===== config.mk =====
export PLATFORM = sky130hd
export DESIGN_NAME = sine_plasma_pixel_generator
export DESIGN_NICKNAME = d
export VERILOG_FILES = /design/src/rtl/spg_pkg.sv /design/src/rtl/sine_plasma_pixel_generator.sv /design/src/rtl/spg_front.sv /design/src/rtl/spg_queue.sv /design/src/rtl/spg_back.sv
export SDC_FILE = /design/constraint.sdc
export NUM_CORES = 1
export LEC_CHECK = 0
export BUFFER_PORTS_ARGS = -buffer_cell sky130_fd_sc_hd__buf_2
export CAP_MARGIN = 20
export CELL_PAD_IN_SITES_DETAIL_PLACEMENT = 1
export CELL_PAD_IN_SITES_GLOBAL_PLACEMENT = 2
export CORE_MARGIN = 4
export CORE_UTILIZATION = 30
export DETAILED_ROUTE_END_ITERATION = 10
export PLACE_DENSITY = 0.73
export SYNTH_ARGS = -nofsm -noshare
export SYNTH_HDL_FRONTEND = slang
export SYNTH_SLANG_ARGS = --single-unit

===== constraint.sdc =====
create_clock -name clk -period 11.45 [get_ports clk]
set_clock_uncertainty 0.2 [all_clocks]
set_input_delay 1.145 -clock clk [delete_from_list [all_inputs] [get_ports clk]]
set_output_delay 1.145 -clock clk [all_outputs]
set_load 0.05 [all_outputs]

===== src/rtl/spg_pkg.sv =====
`timescale 1ns / 1ps

package spg_pkg;

  // Configuration register indexes
  localparam int unsigned NumSteps = 6;
  localparam logic [2:0] REG_RED_A_STEP   = 3'd0;
  localparam logic [2:0] REG_RED_B_STEP   = 3'd1;
  localparam logic [2:0] REG_GREEN_A_STEP = 3'd2;
  localparam logic [2:0] REG_GREEN_B_STEP = 3'd3;
  localparam logic [2:0] REG_BLUE_A_STEP  = 3'd4;
  localparam logic [2:0] REG_BLUE_B_STEP  = 3'd5;

  localparam logic [7:0] RED_A_STEP_RST   = 8'd6;
  localparam logic [7:0] RED_B_STEP_RST   = 8'd5;
  localparam logic [7:0] GREEN_A_STEP_RST = 8'd4;
  localparam logic [7:0] GREEN_B_STEP_RST = 8'd6;
  localparam logic [7:0] BLUE_A_STEP_RST  = 8'd5;
  localparam logic [7:0] BLUE_B_STEP_RST  = 8'd4;

  typedef struct packed {
    logic [4:0] column;
    logic [2:0] row;
    logic       end_of_frame;
  } pixel_in_t;

  typedef struct packed {
    logic [7:0] pixel_index;
    logic [3:0] red_level;
    logic [3:0] green_level;
    logic [3:0] blue_level;
    logic       frame_done;
  } pixel_out_t;

  // One classified pixel waiting for its lookups
  typedef struct packed {
    logic [7:0] pixel_index;
    logic [7:0] red_a_addr;
    logic [7:0] red_b_addr;
    logic [7:0] green_a_addr;
    logic [7:0] green_b_addr;
    logic [7:0] blue_a_addr;
    logic [7:0] blue_b_addr;
    logic       frame_done;
  } job_t;

  localparam logic [7:0] SINE_ROM [256] = '{
    8'h80,8'h83,8'h86,8'h89,8'h8C,8'h8F,8'h92,8'h95,8'h98,8'h9B,8'h9E,8'hA2,8'hA5,8'hA7,8'hAA,8'hAD,
    8'hB0,8'hB3,8'hB6,8'hB9,8'hBC,8'hBE,8'hC1,8'hC4,8'hC6,8'hC9,8'hCB,8'hCE,8'hD0,8'hD3,8'hD5,8'hD7,
    8'hDA,8'hDC,8'hDE,8'hE0,8'hE2,8'hE4,8'hE6,8'hE8,8'hEA,8'hEB,8'hED,8'hEE,8'hF0,8'hF1,8'hF3,8'hF4,
    8'hF5,8'hF6,8'hF8,8'hF9,8'hFA,8'hFA,8'hFB,8'hFC,8'hFD,8'hFD,8'hFE,8'hFE,8'hFE,8'hFF,8'hFF,8'hFF,
    8'hFF,8'hFF,8'hFF,8'hFF,8'hFE,8'hFE,8'hFE,8'hFD,8'hFD,8'hFC,8'hFB,8'hFA,8'hFA,8'hF9,8'hF8,8'hF6,
    8'hF5,8'hF4,8'hF3,8'hF1,8'hF0,8'hEE,8'hED,8'hEB,8'hEA,8'hE8,8'hE6,8'hE4,8'hE2,8'hE0,8'hDE,8'hDC,
    8'hDA,8'hD7,8'hD5,8'hD3,8'hD0,8'hCE,8'hCB,8'hC9,8'hC6,8'hC4,8'hC1,8'hBE,8'hBC,8'hB9,8'hB6,8'hB3,
    8'hB0,8'hAD,8'hAA,8'hA7,8'hA5,8'hA2,8'h9E,8'h9B,8'h98,8'h95,8'h92,8'h8F,8'h8C,8'h89,8'h86,8'h83,
    8'h80,8'h7C,8'h79,8'h76,8'h73,8'h70,8'h6D,8'h6A,8'h67,8'h64,8'h61,8'h5D,8'h5A,8'h58,8'h55,8'h52,
    8'h4F,8'h4C,8'h49,8'h46,8'h43,8'h41,8'h3E,8'h3B,8'h39,8'h36,8'h34,8'h31,8'h2F,8'h2C,8'h2A,8'h28,
    8'h25,8'h23,8'h21,8'h1F,8'h1D,8'h1B,8'h19,8'h17,8'h15,8'h14,8'h12,8'h11,8'h0F,8'h0E,8'h0C,8'h0B,
    8'h0A,8'h09,8'h07,8'h06,8'h05,8'h05,8'h04,8'h03,8'h02,8'h02,8'h01,8'h01,8'h01,8'h00,8'h00,8'h00,
    8'h00,8'h00,8'h00,8'h00,8'h01,8'h01,8'h01,8'h02,8'h02,8'h03,8'h04,8'h05,8'h05,8'h06,8'h07,8'h09,
    8'h0A,8'h0B,8'h0C,8'h0E,8'h0F,8'h11,8'h12,8'h14,8'h15,8'h17,8'h19,8'h1B,8'h1D,8'h1F,8'h21,8'h23,
    8'h25,8'h28,8'h2A,8'h2C,8'h2F,8'h31,8'h34,8'h36,8'h39,8'h3B,8'h3E,8'h41,8'h43,8'h46,8'h49,8'h4C,
    8'h4F,8'h52,8'h55,8'h58,8'h5A,8'h5D,8'h61,8'h64,8'h67,8'h6A,8'h6D,8'h70,8'h73,8'h76,8'h79,8'h7C
  };

  // Scale two sine samples to 0..31 each and divide their sum by four, giving 0..15
  function automatic logic [3:0] blend(input logic [7:0] addr_a, input logic [7:0] addr_b);
    logic [5:0] sum;
    sum = {1'b0, SINE_ROM[addr_a][7:3]} + {1'b0, SINE_ROM[addr_b][7:3]};
    return sum[5:2];
  endfunction

endpackage


===== src/rtl/sine_plasma_pixel_generator.sv =====
`timescale 1ns / 1ps

// Sine plasma pixel generator for a serpentine-wired LED matrix. Each input
// word names one pixel (column, row, end_of_frame); each output word carries
// its strip index (odd columns run bottom to top) and 4-bit red, green and
// blue levels, each a quarter of the sum of two sine samples scaled to 0..31.
// The table addresses add per-colour phase counters to terms built from the
// coordinates; a word with end_of_frame set is rendered with the current
// phases, after which all six phases advance by their step registers, modulo
// 256. One pixel is accepted per clock while in_stall is low. Each accepted
// word is classified into a two-entry queue; the head entry is looked up and
// loaded into the output register when that register is free or being taken,
// and is held there while the output is stalled. The queue decouples the two
// halves: input stall rises only when both queue entries are held behind a
// stalled output.
// Step registers: index 0..5 = red A, red B, green A, green B, blue A, blue B
// (reset 6, 5, 4, 6, 5, 4); writes to other indexes are dropped. Write them
// only while the block is idle.

module sine_plasma_pixel_generator #(
  parameter int MATRIX_COLUMNS = 32,
  parameter int MATRIX_ROWS    = 8
) (
  input  logic                clk,
  input  logic                rst,
  input  logic                in_valid,
  output logic                in_stall,
  input  spg_pkg::pixel_in_t  in_data,
  output logic                out_valid,
  input  logic                out_stall,
  output spg_pkg::pixel_out_t out_data,
  input  logic                cfg_en,
  input  logic [2:0]          cfg_index,
  input  logic [7:0]          cfg_data
);
  import spg_pkg::*;

  job_t push_job, head_job;
  logic push, pop, full, empty;

  // Front: accept, work out index and addresses, advance phases
  spg_front #(
    .MATRIX_COLUMNS(MATRIX_COLUMNS),
    .MATRIX_ROWS   (MATRIX_ROWS)
  ) u_front (
    .clk      (clk),
    .rst      (rst),
    .in_valid (in_valid),
    .in_stall (in_stall),
    .in_data  (in_data),
    .cfg_en   (cfg_en),
    .cfg_index(cfg_index),
    .cfg_data (cfg_data),
    .q_full   (full),
    .q_push   (push),
    .q_job    (push_job)
  );

  // Hold classified pixels between the two halves
  spg_queue u_queue (
    .clk     (clk),
    .rst     (rst),
    .push    (push),
    .push_job(push_job),
    .full    (full),
    .pop     (pop),
    .empty   (empty),
    .head_job(head_job)
  );

  // Back: sine lookups, blend, output register
  spg_back u_back (
    .clk      (clk),
    .rst      (rst),
    .q_empty  (empty),
    .q_job    (head_job),
    .q_pop    (pop),
    .out_valid(out_valid),
    .out_stall(out_stall),
    .out_data (out_data)
  );

endmodule


===== src/rtl/spg_front.sv =====
`timescale 1ns / 1ps

module spg_front #(
  parameter int MATRIX_COLUMNS = 32,
  parameter int MATRIX_ROWS    = 8
) (
  input  logic               clk,
  input  logic               rst,
  input  logic               in_valid,
  output logic               in_stall,
  input  spg_pkg::pixel_in_t in_data,
  input  logic               cfg_en,
  input  logic [2:0]         cfg_index,
  input  logic [7:0]         cfg_data,
  input  logic               q_full,
  output logic               q_push,
  output spg_pkg::job_t      q_job
);
  import spg_pkg::*;

  localparam logic [7:0] Cols8 = 8'(MATRIX_COLUMNS);
  localparam logic [7:0] Rows8 = 8'(MATRIX_ROWS);

  logic [7:0] steps [NumSteps];
  logic [7:0] red_phase_a, red_phase_b;
  logic [7:0] green_phase_a, green_phase_b;
  logic [7:0] blue_phase_a, blue_phase_b;

  logic [7:0] col8, row8, base_index;
  logic       accept;

  assign in_stall = q_full;
  assign accept   = in_valid && !q_full;
  assign q_push   = accept;

  assign col8       = {3'b000, in_data.column};
  assign row8       = {5'b00000, in_data.row};
  assign base_index = 8'(col8 * Rows8);

  // Work out the strip index and all six table addresses from the current phases
  always_comb begin
    q_job.pixel_index  = in_data.column[0] ? 8'(base_index + Rows8 - 8'd1 - row8)
                                           : 8'(base_index + row8);
    q_job.red_a_addr   = 8'((row8 << 2) + red_phase_a);
    q_job.red_b_addr   = 8'((col8 << 1) + red_phase_b);
    q_job.green_a_addr = 8'((row8 << 2) + green_phase_a);
    q_job.green_b_addr = 8'(((Cols8 - col8) << 2) + green_phase_b);
    q_job.blue_a_addr  = 8'(((Rows8 - row8) << 1) + blue_phase_a);
    q_job.blue_b_addr  = 8'((col8 << 2) + blue_phase_b);
    q_job.frame_done   = in_data.end_of_frame;
  end

  always_ff @(posedge clk) begin
    if (rst) begin
      steps[0] <= RED_A_STEP_RST;
      steps[1] <= RED_B_STEP_RST;
      steps[2] <= GREEN_A_STEP_RST;
      steps[3] <= GREEN_B_STEP_RST;
      steps[4] <= BLUE_A_STEP_RST;
      steps[5] <= BLUE_B_STEP_RST;
    end else if (cfg_en) begin
      unique case (cfg_index)
        REG_RED_A_STEP:   steps[0] <= cfg_data;
        REG_RED_B_STEP:   steps[1] <= cfg_data;
        REG_GREEN_A_STEP: steps[2] <= cfg_data;
        REG_GREEN_B_STEP: steps[3] <= cfg_data;
        REG_BLUE_A_STEP:  steps[4] <= cfg_data;
        REG_BLUE_B_STEP:  steps[5] <= cfg_data;
        default: ;
      endcase
    end
  end

  // Advance the phases once the last pixel of a frame has been classified
  always_ff @(posedge clk) begin
    if (rst) begin
      red_phase_a   <= '0;
      red_phase_b   <= '0;
      green_phase_a <= '0;
      green_phase_b <= '0;
      blue_phase_a  <= '0;
      blue_phase_b  <= '0;
    end else if (accept && in_data.end_of_frame) begin
      red_phase_a   <= red_phase_a + steps[0];
      red_phase_b   <= red_phase_b + steps[1];
      green_phase_a <= green_phase_a + steps[2];
      green_phase_b <= green_phase_b + steps[3];
      blue_phase_a  <= blue_phase_a + steps[4];
      blue_phase_b  <= blue_phase_b + steps[5];
    end
  end

endmodule


===== src/rtl/spg_queue.sv =====
`timescale 1ns / 1ps

module spg_queue (
  input  logic          clk,
  input  logic          rst,
  input  logic          push,
  input  spg_pkg::job_t push_job,
  output logic          full,
  input  logic          pop,
  output logic          empty,
  output spg_pkg::job_t head_job
);
  import spg_pkg::*;

  job_t       slots [2];
  logic       wr_ptr, rd_ptr;
  logic [1:0] count;

  assign full     = (count == 2'd2);
  assign empty    = (count == 2'd0);
  assign head_job = slots[rd_ptr];

  always_ff @(posedge clk) begin
    if (push) begin
      slots[wr_ptr] <= push_job;
    end
  end

  always_ff @(posedge clk) begin
    if (rst) begin
      wr_ptr <= 1'b0;
      rd_ptr <= 1'b0;
      count  <= 2'd0;
    end else begin
      if (push) begin
        wr_ptr <= ~wr_ptr;
      end
      if (pop) begin
        rd_ptr <= ~rd_ptr;
      end
      case ({push, pop})
        2'b10:   count <= count + 2'd1;
        2'b01:   count <= count - 2'd1;
        default: ;
      endcase
    end
  end

endmodule


===== src/rtl/spg_back.sv =====
`timescale 1ns / 1ps

module spg_back (
  input  logic                clk,
  input  logic                rst,
  input  logic                q_empty,
  input  spg_pkg::job_t       q_job,
  output logic                q_pop,
  output logic                out_valid,
  input  logic                out_stall,
  output spg_pkg::pixel_out_t out_data
);
  import spg_pkg::*;

  // Load the output register whenever the queue holds a job and the register is free or being taken
  assign q_pop = !q_empty && (!out_valid || !out_stall);

  always_ff @(posedge clk) begin
    if (rst) begin
      out_valid <= 1'b0;
    end else if (q_pop) begin
      out_valid <= 1'b1;
    end else if (!out_stall) begin
      out_valid <= 1'b0;
    end
  end

  always_ff @(posedge clk) begin
    if (q_pop) begin
      out_data.pixel_index <= q_job.pixel_index;
      out_data.red_level   <= blend(q_job.red_a_addr, q_job.red_b_addr);
      out_data.green_level <= blend(q_job.green_a_addr, q_job.green_b_addr);
      out_data.blue_level  <= blend(q_job.blue_a_addr, q_job.blue_b_addr);
      out_data.frame_done  <= q_job.frame_done;
    end
  end

endmodule

==> impl_results.md, run 1 <==
* H-tree levels at 1
* Status: completed
* Hold Path Depth at 2
* CP max FO at 141
* Post-synthesis sequential area ratio at 37.58%
* Tcrit/Tclk final at a little under half
* Final hold violation count at 0
* Synth area leaders: edfxtp_1 31%, ha_1 9.2%, dfxtp_1 6.2%, a21oi_1 4.3%, nand2_1 3.5%
* Cts hold-fix bufs at 0
* #FFs+latches synth at 237
* Core ar. at just under 60000 um2
* Initial antenna violation count at 1
* I/O Pins at 48
* Tmin final at ~5.4 ns
* Total GRT Usage at roughly 16%
* PnR worst setup slack at slightly above 6 ns
* Placer congestion estimate at 0.8670
* Power Dens Cells at 266.2 nW/um2
* GR Overflow Total at 0
* Setup Viol. Count Final at 0
* Die area at around 62000 um2
* Fin nets at between 2000 and 2500
* Initial Util at around 30%
* Critical Path Stages at 17
* DRT antenna net count at 0
* Die W at 249.5 um
* Syn_nets at approximately 2000
* DRC violations left at 0
* Largest net degree at the start of global routing at between 100 and 150
* Worst Path Class, Setup: flip-flop to flip-flop
* Max Cap Violations at 0
* CP max-delay cell: mux2i_1
* Worst path max stage delay at around 0.59 ns
* Post-synth ARST share at 0%
* Top cell by count, worst path: a21oi_1
* Count leader, synth: edfxtp_1
* Worst Setup End Kind: flip-flop
* Post-synth EDFFs at 183
* Yosys synthesis warning count at 0
* Slew margin rel. at between 30% and 40%
* Die boundary height at 249.5 um
* CTS tree: yes
* Total wire length at roughly 51 mm
* Top_reg_cell synth: edfxtp_1
* Yosys top cell area share at a little under a third
* Area leader, netlist: edfxtp_1
* Crit-path cells: buf_12 > mux2i_1 > inv_1 > ha_1 > nand2b_1 > o31ai_1 > a21oi_1 > o211ai_1 > o21ai_0 > a21oi_1 > ha_1 > o2111ai_1 > a21oi_1 > a32oi_1 > o211a_1 > nor3_1 > a2111o_1
* CP Buf/Inv Count at 2
* Critical Path AT at approximately 5.5 ns
* Slew @ Worst Pin at approximately 0.98 ns
* Lkg Pwr at approximately 7.3 nW
* Clock sinks at approximately 240
* CTS resizes at 0
* Buffers on Ports at 47
* Unrepaired setup endpoints after global routing: false
* Synthesized cell area at 17500 um2
* Distinct cell type count after synthesis at 92
* Worst R2R Setup Slack at around 6.0 ns
* Share of layout cells above drive strength 1 at a little under a tenth
* Startpoint Class: flip-flop
* Post-synth top cells: 183 x edfxtp_1, 165 x nand2_1, 149 x a21oi_1
* Vias in the first global route at about 15000
* R2R depth at 17
* Hold Crit Class: flip-flop to flip-flop
* Top delay family on crit path: compound AO/OA/AOI/OAI gates
* Clock Path Buffers at 3
* Global-route wire length before repair at around 82 mm
* Postcts setup bufs at 0
* Total CTS buffers at 30
* Avg WL per Cell at 19.29 um
* Cell row count at 88
* Clk root buf: clkbuf_16
* Via count at 14430
* Required time worst endpoint at between 10 and 15 ns
* DR iter-0 viols at ~1100
* Filler cells at ~6700
* Setup TNS at 0 ns
* Pre-Repair DR Iteration Count at 7
* Area growth syn-to-layout at 11.59%
* Clk_lat worst skew at 0.59 ns
* Mapped Avg Cell Area at between 9 and 10 um2
* Pre-CTS setup slack at approximately 6 ns
* Synth Instances at roughly 1900
* FMAX at 185.0 MHz
* Max rail drop VDD at 0.0001845 V
* HPWL Detailed at about 37 mm
* End-of-flow core utilization at between 30% and 40%
* Max-slew violations at 0
* Vias per cell at approximately 5.4
* Clock Pin Slew Worst Setup and Hold Paths at roughly 0.07 ns
==> state kept, by name, summed over array words and instances, names as in the netlist, named ones only <==
register	flops
u_back.out_data	21
u_front.green_phase_b	8
u_back.out_valid	1
u_front.blue_phase_b	8
u_front.blue_phase_a	8
u_front.green_phase_a	8
u_queue.wr_ptr	1
u_front.steps	48
u_queue.rd_ptr	1
u_queue.count	2
u_front.red_phase_a	8
u_front.red_phase_b	8
u_queue.slots	114
==> worst register-to-register path: cells and delay by family, from the launching register on <==
family	cells	cell delay [ns]
compound gates	10	1.83
mux	1	0.81
buf+inv	2	0.71
fa+ha+maj	2	0.65
flops	1	0.55
simple gates	2	0.39
==> cell type report <==
cell class              instances  area, um2  share of cell area (%)
diodes                          1      2.502                 0.01281
clock buffers                  34      785.8                   4.024
clock inverters                22      330.3                   1.691
inverters                      92      345.3                   1.768
multi-input cells            1446      10140                   51.95
flip-flops and latches        237       6580                   33.69
well taps                     765      957.2                   4.901
repair buffers                 65      382.9                   1.961
==> routing by layer <==
layer / up-vias / routed length, um / track usage (%)
met2: 258 / 24180 / 26.65
met4: 0 / 843 / 2.710
li1: 6962 / - / -
met1: 7154 / 24570 / 22.35
met3: 60 / 1746 / 1.949
met5: - / 0 / 0
==> path summary, 6_finish.rpt <==
path,startpoint,to
worst max-delay path,flip-flop,u_back.out_data[12]
worst min register to register,u_front.red_phase_a[4],u_front.red_phase_a[4]
worst max register to register,flip-flop,u_back.out_data[12]
worst min-delay path,u_front.red_phase_a[4],u_front.red_phase_a[4]
==> placed cells by master (no fill, tap or decap), types with 15 or more instances in the layout <==
cell type / synthesis / layout
nor2b_1: 39 / 39
edfxtp_1: 183 / 183
xnor2_1: 58 / 58
buf_4: 5 / 17
nand3_1: 28 / 28
inv_1: 88 / 88
or3_1: 21 / 21
mux2i_1: 44 / 44
and2_1: 45 / 45
nand2_1: 165 / 164
a211oi_1: 22 / 22
dfxtp_1: 54 / 53
xor2_1: 25 / 25
nor3_1: 49 / 49
o22ai_1: 15 / 15
o211ai_1: 32 / 32
a31oi_1: 21 / 21
clkbuf_16: 0 / 30
buf_2: 20 / 47
ha_1: 129 / 129
nor2_1: 146 / 145
nand2b_1: 42 / 42
o21ai_0: 110 / 110
a21o_1: 27 / 27
a21oi_1: 149 / 148
mux2_2: 28 / 28
==> stage by stage <==
step                      hold slack (ns)  std cells  area (um2)  total power [mW]
after CTS                          0.2900       2661       19530             5.213
after floorplan                    0.2529       1866       17500             3.432
final                              0.2860       2662       19530             5.198
after detailed placement           0.2822       2605       18410             4.133
after global routing               0.3182       2661       19530             5.583
after global placement             0.2692       2605       18410             4.086
==> power by group <==
part	internal (mW)	leakage (nW)	switching, mW	total [mW]
combinational	1.04	4.56	1.83	2.87
sequential	1.15	2.19	0.118	1.27
clock	0.656	0.537	0.399	1.06
total	2.85	7.28	2.35	5.20
==> cells by family after synthesis <==
logic type / after synthesis / synth area share (%)
adders and majority gates: 141 / 10.60
and+or+nand+nor: 578 / 15.81
buffers and inverters: 183 / 4.583
DFF: 237 / 37.58
xor gates and xnor gates: 83 / 4.154
AOI/OAI and AO/OA: 560 / 21.56
muxes: 84 / 5.727
Power figures use the tool's default switching activity.
==> inputs of run 2 (changes only) <==
--- a/config.mk
+++ b/config.mk
@@ -12,7 +12,7 @@
 export CORE_MARGIN = 4
 export CORE_UTILIZATION = 30
 export DETAILED_ROUTE_END_ITERATION = 10
-export PLACE_DENSITY = 0.73
+export PLACE_DENSITY = 0.76
 export SYNTH_ARGS = -nofsm -noshare
 export SYNTH_HDL_FRONTEND = slang
 export SYNTH_SLANG_ARGS = --single-unit
==> constraint.sdc (replaced) <==
create_clock -name clk -period 4.6 [get_ports clk]
set_clock_uncertainty 0.2 [all_clocks]
set_input_delay 0.46 -clock clk [delete_from_list [all_inputs] [get_ports clk]]
set_output_delay 0.46 -clock clk [all_outputs]
set_load 0.05 [all_outputs]
==> run 2 against run 1 <==
First-iteration DRC count down 11%. Clock power rose to 2.5 times the previous value. Global-route usage rose by 0.54 points. Sequential share of layout area is 1.1 points lower. Worst hold slack got worse by 0.20 ns. Flip-flop and latch count unchanged. Critical path type unchanged. Critical endpoint is now u_back.out_data[3]. Highest routed layer unchanged.
==> impl_results.md, run 2 (synthesis results as in run 1) <==
* CTS tree: yes
* Vias in the first global route at 15450 (+5.2%)
* Clk_lat worst skew at 0.57 ns (-0.02 ns)
* Final instance area at 20180 um2 (+3.3%)
* Placer congestion estimate at 0.9060 (+4.5%)
* Pre-Repair DR Iteration Count at 5 (-2)
* Initial antenna violation count at 0 (-1)
* Global-route wire length before repair at 84.95 mm (+3.2%)
* Worst Setup End Kind: flip-flop
* Core ar. at 57700 um2 (unchanged)
* Most frequent cells in the layout: 183 x edfxtp_1, 164 x nand2_1, 148 x a21oi_1
* Setup TNS at 0 ns (unchanged)
* Hold Crit Class: input pin to flip-flop
* Die boundary height at 249.5 um (unchanged)
* CP max FO at 14 (-90%)
* Vias per cell at 5.434 (+0.22%)
* R2R depth at 20 (+3)
* Most common cell after layout, fill and taps aside: edfxtp_1
* FMAX at 230.0 MHz (+24%)
* DRT antenna net count at 0 (unchanged)
* Final hold violation count at 0 (unchanged)
* Die W at 249.5 um (unchanged)
* End-of-flow core utilization at 34.98% (+1.1 points)
* Initial Util at 30.33% (unchanged)
* Clk root buf: clkbuf_16
* Non-Filler Instances at 2736 (+2.8%)
* Total CTS buffers at 29 (-3.3%)
* Power Dens Cells at 670.5 nW/um2 (+150%)
* Cells after DPL at 2672 (+2.6%)
* Largest regs: u_queue.slots: 114 flops, u_front.steps: 48 flops, u_back.out_data: 21 flops
* Clock sinks at 237 (unchanged)
* Via count at 14870 (+3.0%)
* HPWL Detailed at 39.18 mm (+5.3%)
* H-tree levels at 1 (unchanged)
* Clock Path Buffers at 3 (unchanged)
* Hold Path Origin: cfg_data[2]
* DR iter-0 viols at 1003 (-11%)
* Area growth syn-to-layout at 15.31%
* Required time worst endpoint at 4.70 ns (-6.86 ns)
* Total GRT Usage at 16.41% (+0.54 points)
* Startpoint Class: flip-flop
* Buffers on Ports at 47 (unchanged)
* Avg WL per Cell at 19.51 um (+1.2%)
* DRC violations left at 0 (unchanged)
* GR Overflow Total at 0 (unchanged)
* Clock Pin Slew Worst Setup and Hold Paths at 0.06 ns (about the same)
* Tcrit/Tclk final at 94.52% (+47 points)
* Hold Path Depth at 2 (unchanged)
* Max Cap Violations at 0 (unchanged)
* Die area at 62260 um2 (unchanged)
* I/O Pins at 48 (unchanged)
* Setup Viol. Count Final at 0 (unchanged)
* Largest net degree at the start of global routing at 44 (-69%)
* Critical Path AT at 4.45 ns (-1.07 ns)
* Share of layout cells above drive strength 1 at 13.04% (+3.5 points)
* ANT cells at 0 (-1)
* Slew margin rel. at 43.29% (+11 points)
* Max-slew violations at 0 (unchanged)
* Slew @ Worst Pin at 0.8476 ns (-0.1353 ns)
* Fin nets at 2115 (+3.8%)
* Max rail drop VDD at 0.0003702 V (+100%)
* Status: completed
* Total wire length at 53.38 mm (+4.0%)
* Worst Path Class, Setup: flip-flop to flip-flop
* Reg with most FFs: u_queue.slots
* Power, Total at 13.53 mW (+160%)
* Tmin final at 4.348 ns (-1.059 ns)
* Max FFs per register at 114 (unchanged)
* Area post-placement at 18950 um2 (+2.9%)
* Lkg Pwr at 7.689 nW (+5.6%)
* Cell row count at 88 (unchanged)
==> run 2: cell count changes in the layout (fill, tap and decap cells not counted), sizes merged <==
| cell | change |
|---|---|
| inv | +1 |
| diode | -1 |
| buf | +76 |
| dlygate4sd3 | +2 |
| bufinv | +2 |
| clkbuf | -2 |
| clkinvlp | -2 |
| clkinv | -2 |
==> run 2: layout make-up <==
type	instances	area, um2
Timing Repair Buffer	143	1044
Clock inverter	21	350.3
Multi-Input combinational cell	1446	10160
Tap cell	765	957.2
Clock buffer	32	747.0
Inverter	92	345.3
Sequential cell	237	6580
Fill cell	6668	37510
==> run 2: path summary, 6_finish.rpt <==
kind | endpoint | slack (ns)
setup / recovery | u_back.out_data[3] | 0.25
hold reg to reg | u_front.green_phase_a[4] | 0.29
setup reg to reg | u_back.out_data[3] | 0.25
hold / removal | u_front.steps[0][18] | 0.09
==> run 2: repair_timing <==
item,in CTS,in global routing
hold buffers,2,0
setup buffers,0,9
setup endpoints to repair,0,11
hold endpoints to repair,3,0
resized for setup,0,2
==> run 2: metal layers <==
| metal | global-route usage, % | part of all wire, % | up-vias |
|---|---|---|---|
| met4 | 4.543 | 2.6 | 0 |
| met5 | 0 | 0 | - |
| li1 | - | - | 7122 |
| met1 | 22.30 | 46 | 7380 |
| met2 | 27.42 | 47 | 282 |
| met3 | 2.324 | 4.4 | 84 |
==> run 2: worst max-delay path, cell delays in order (launching register included) <==
cell and delay, ns:
dfxtp_4 0.42, buf_4 0.15, buf_16 0.17, mux2i_2 0.26, buf_4 0.18, ha_1 0.19, inv_1 0.09, nor2_1 0.15
o21ai_0 0.10, nor2b_1 0.16, nor3_1 0.16, nor4_1 0.07, a311oi_1 0.30, a311oi_1 0.12, ha_1 0.35, nand2_1 0.06
a221oi_1 0.23, a32o_1 0.25, a21oi_1 0.11, o31ai_2 0.29, xor2_1 0.09
==> run 2: metrics by stage <==
stage / hold WS, ns / worst slack [ns]
3_5_place_dp: 0.2781 / 0.07127
5_1_grt: 0.06135 / -0.02941
3_3_place_gp: 0.2739 / 0.2561
2_1_floorplan: 0.2529 / 0.004760
4_1_cts: 0.06740 / 0.06210
6_report: 0.08844 / 0.2523
==> run 2: report_power, final <==
group	internal [mW]	switching [mW]	total, mW
clock	1.68	0.971	2.65
sequential	2.87	0.272	3.14
combinational	3.00	4.74	7.74
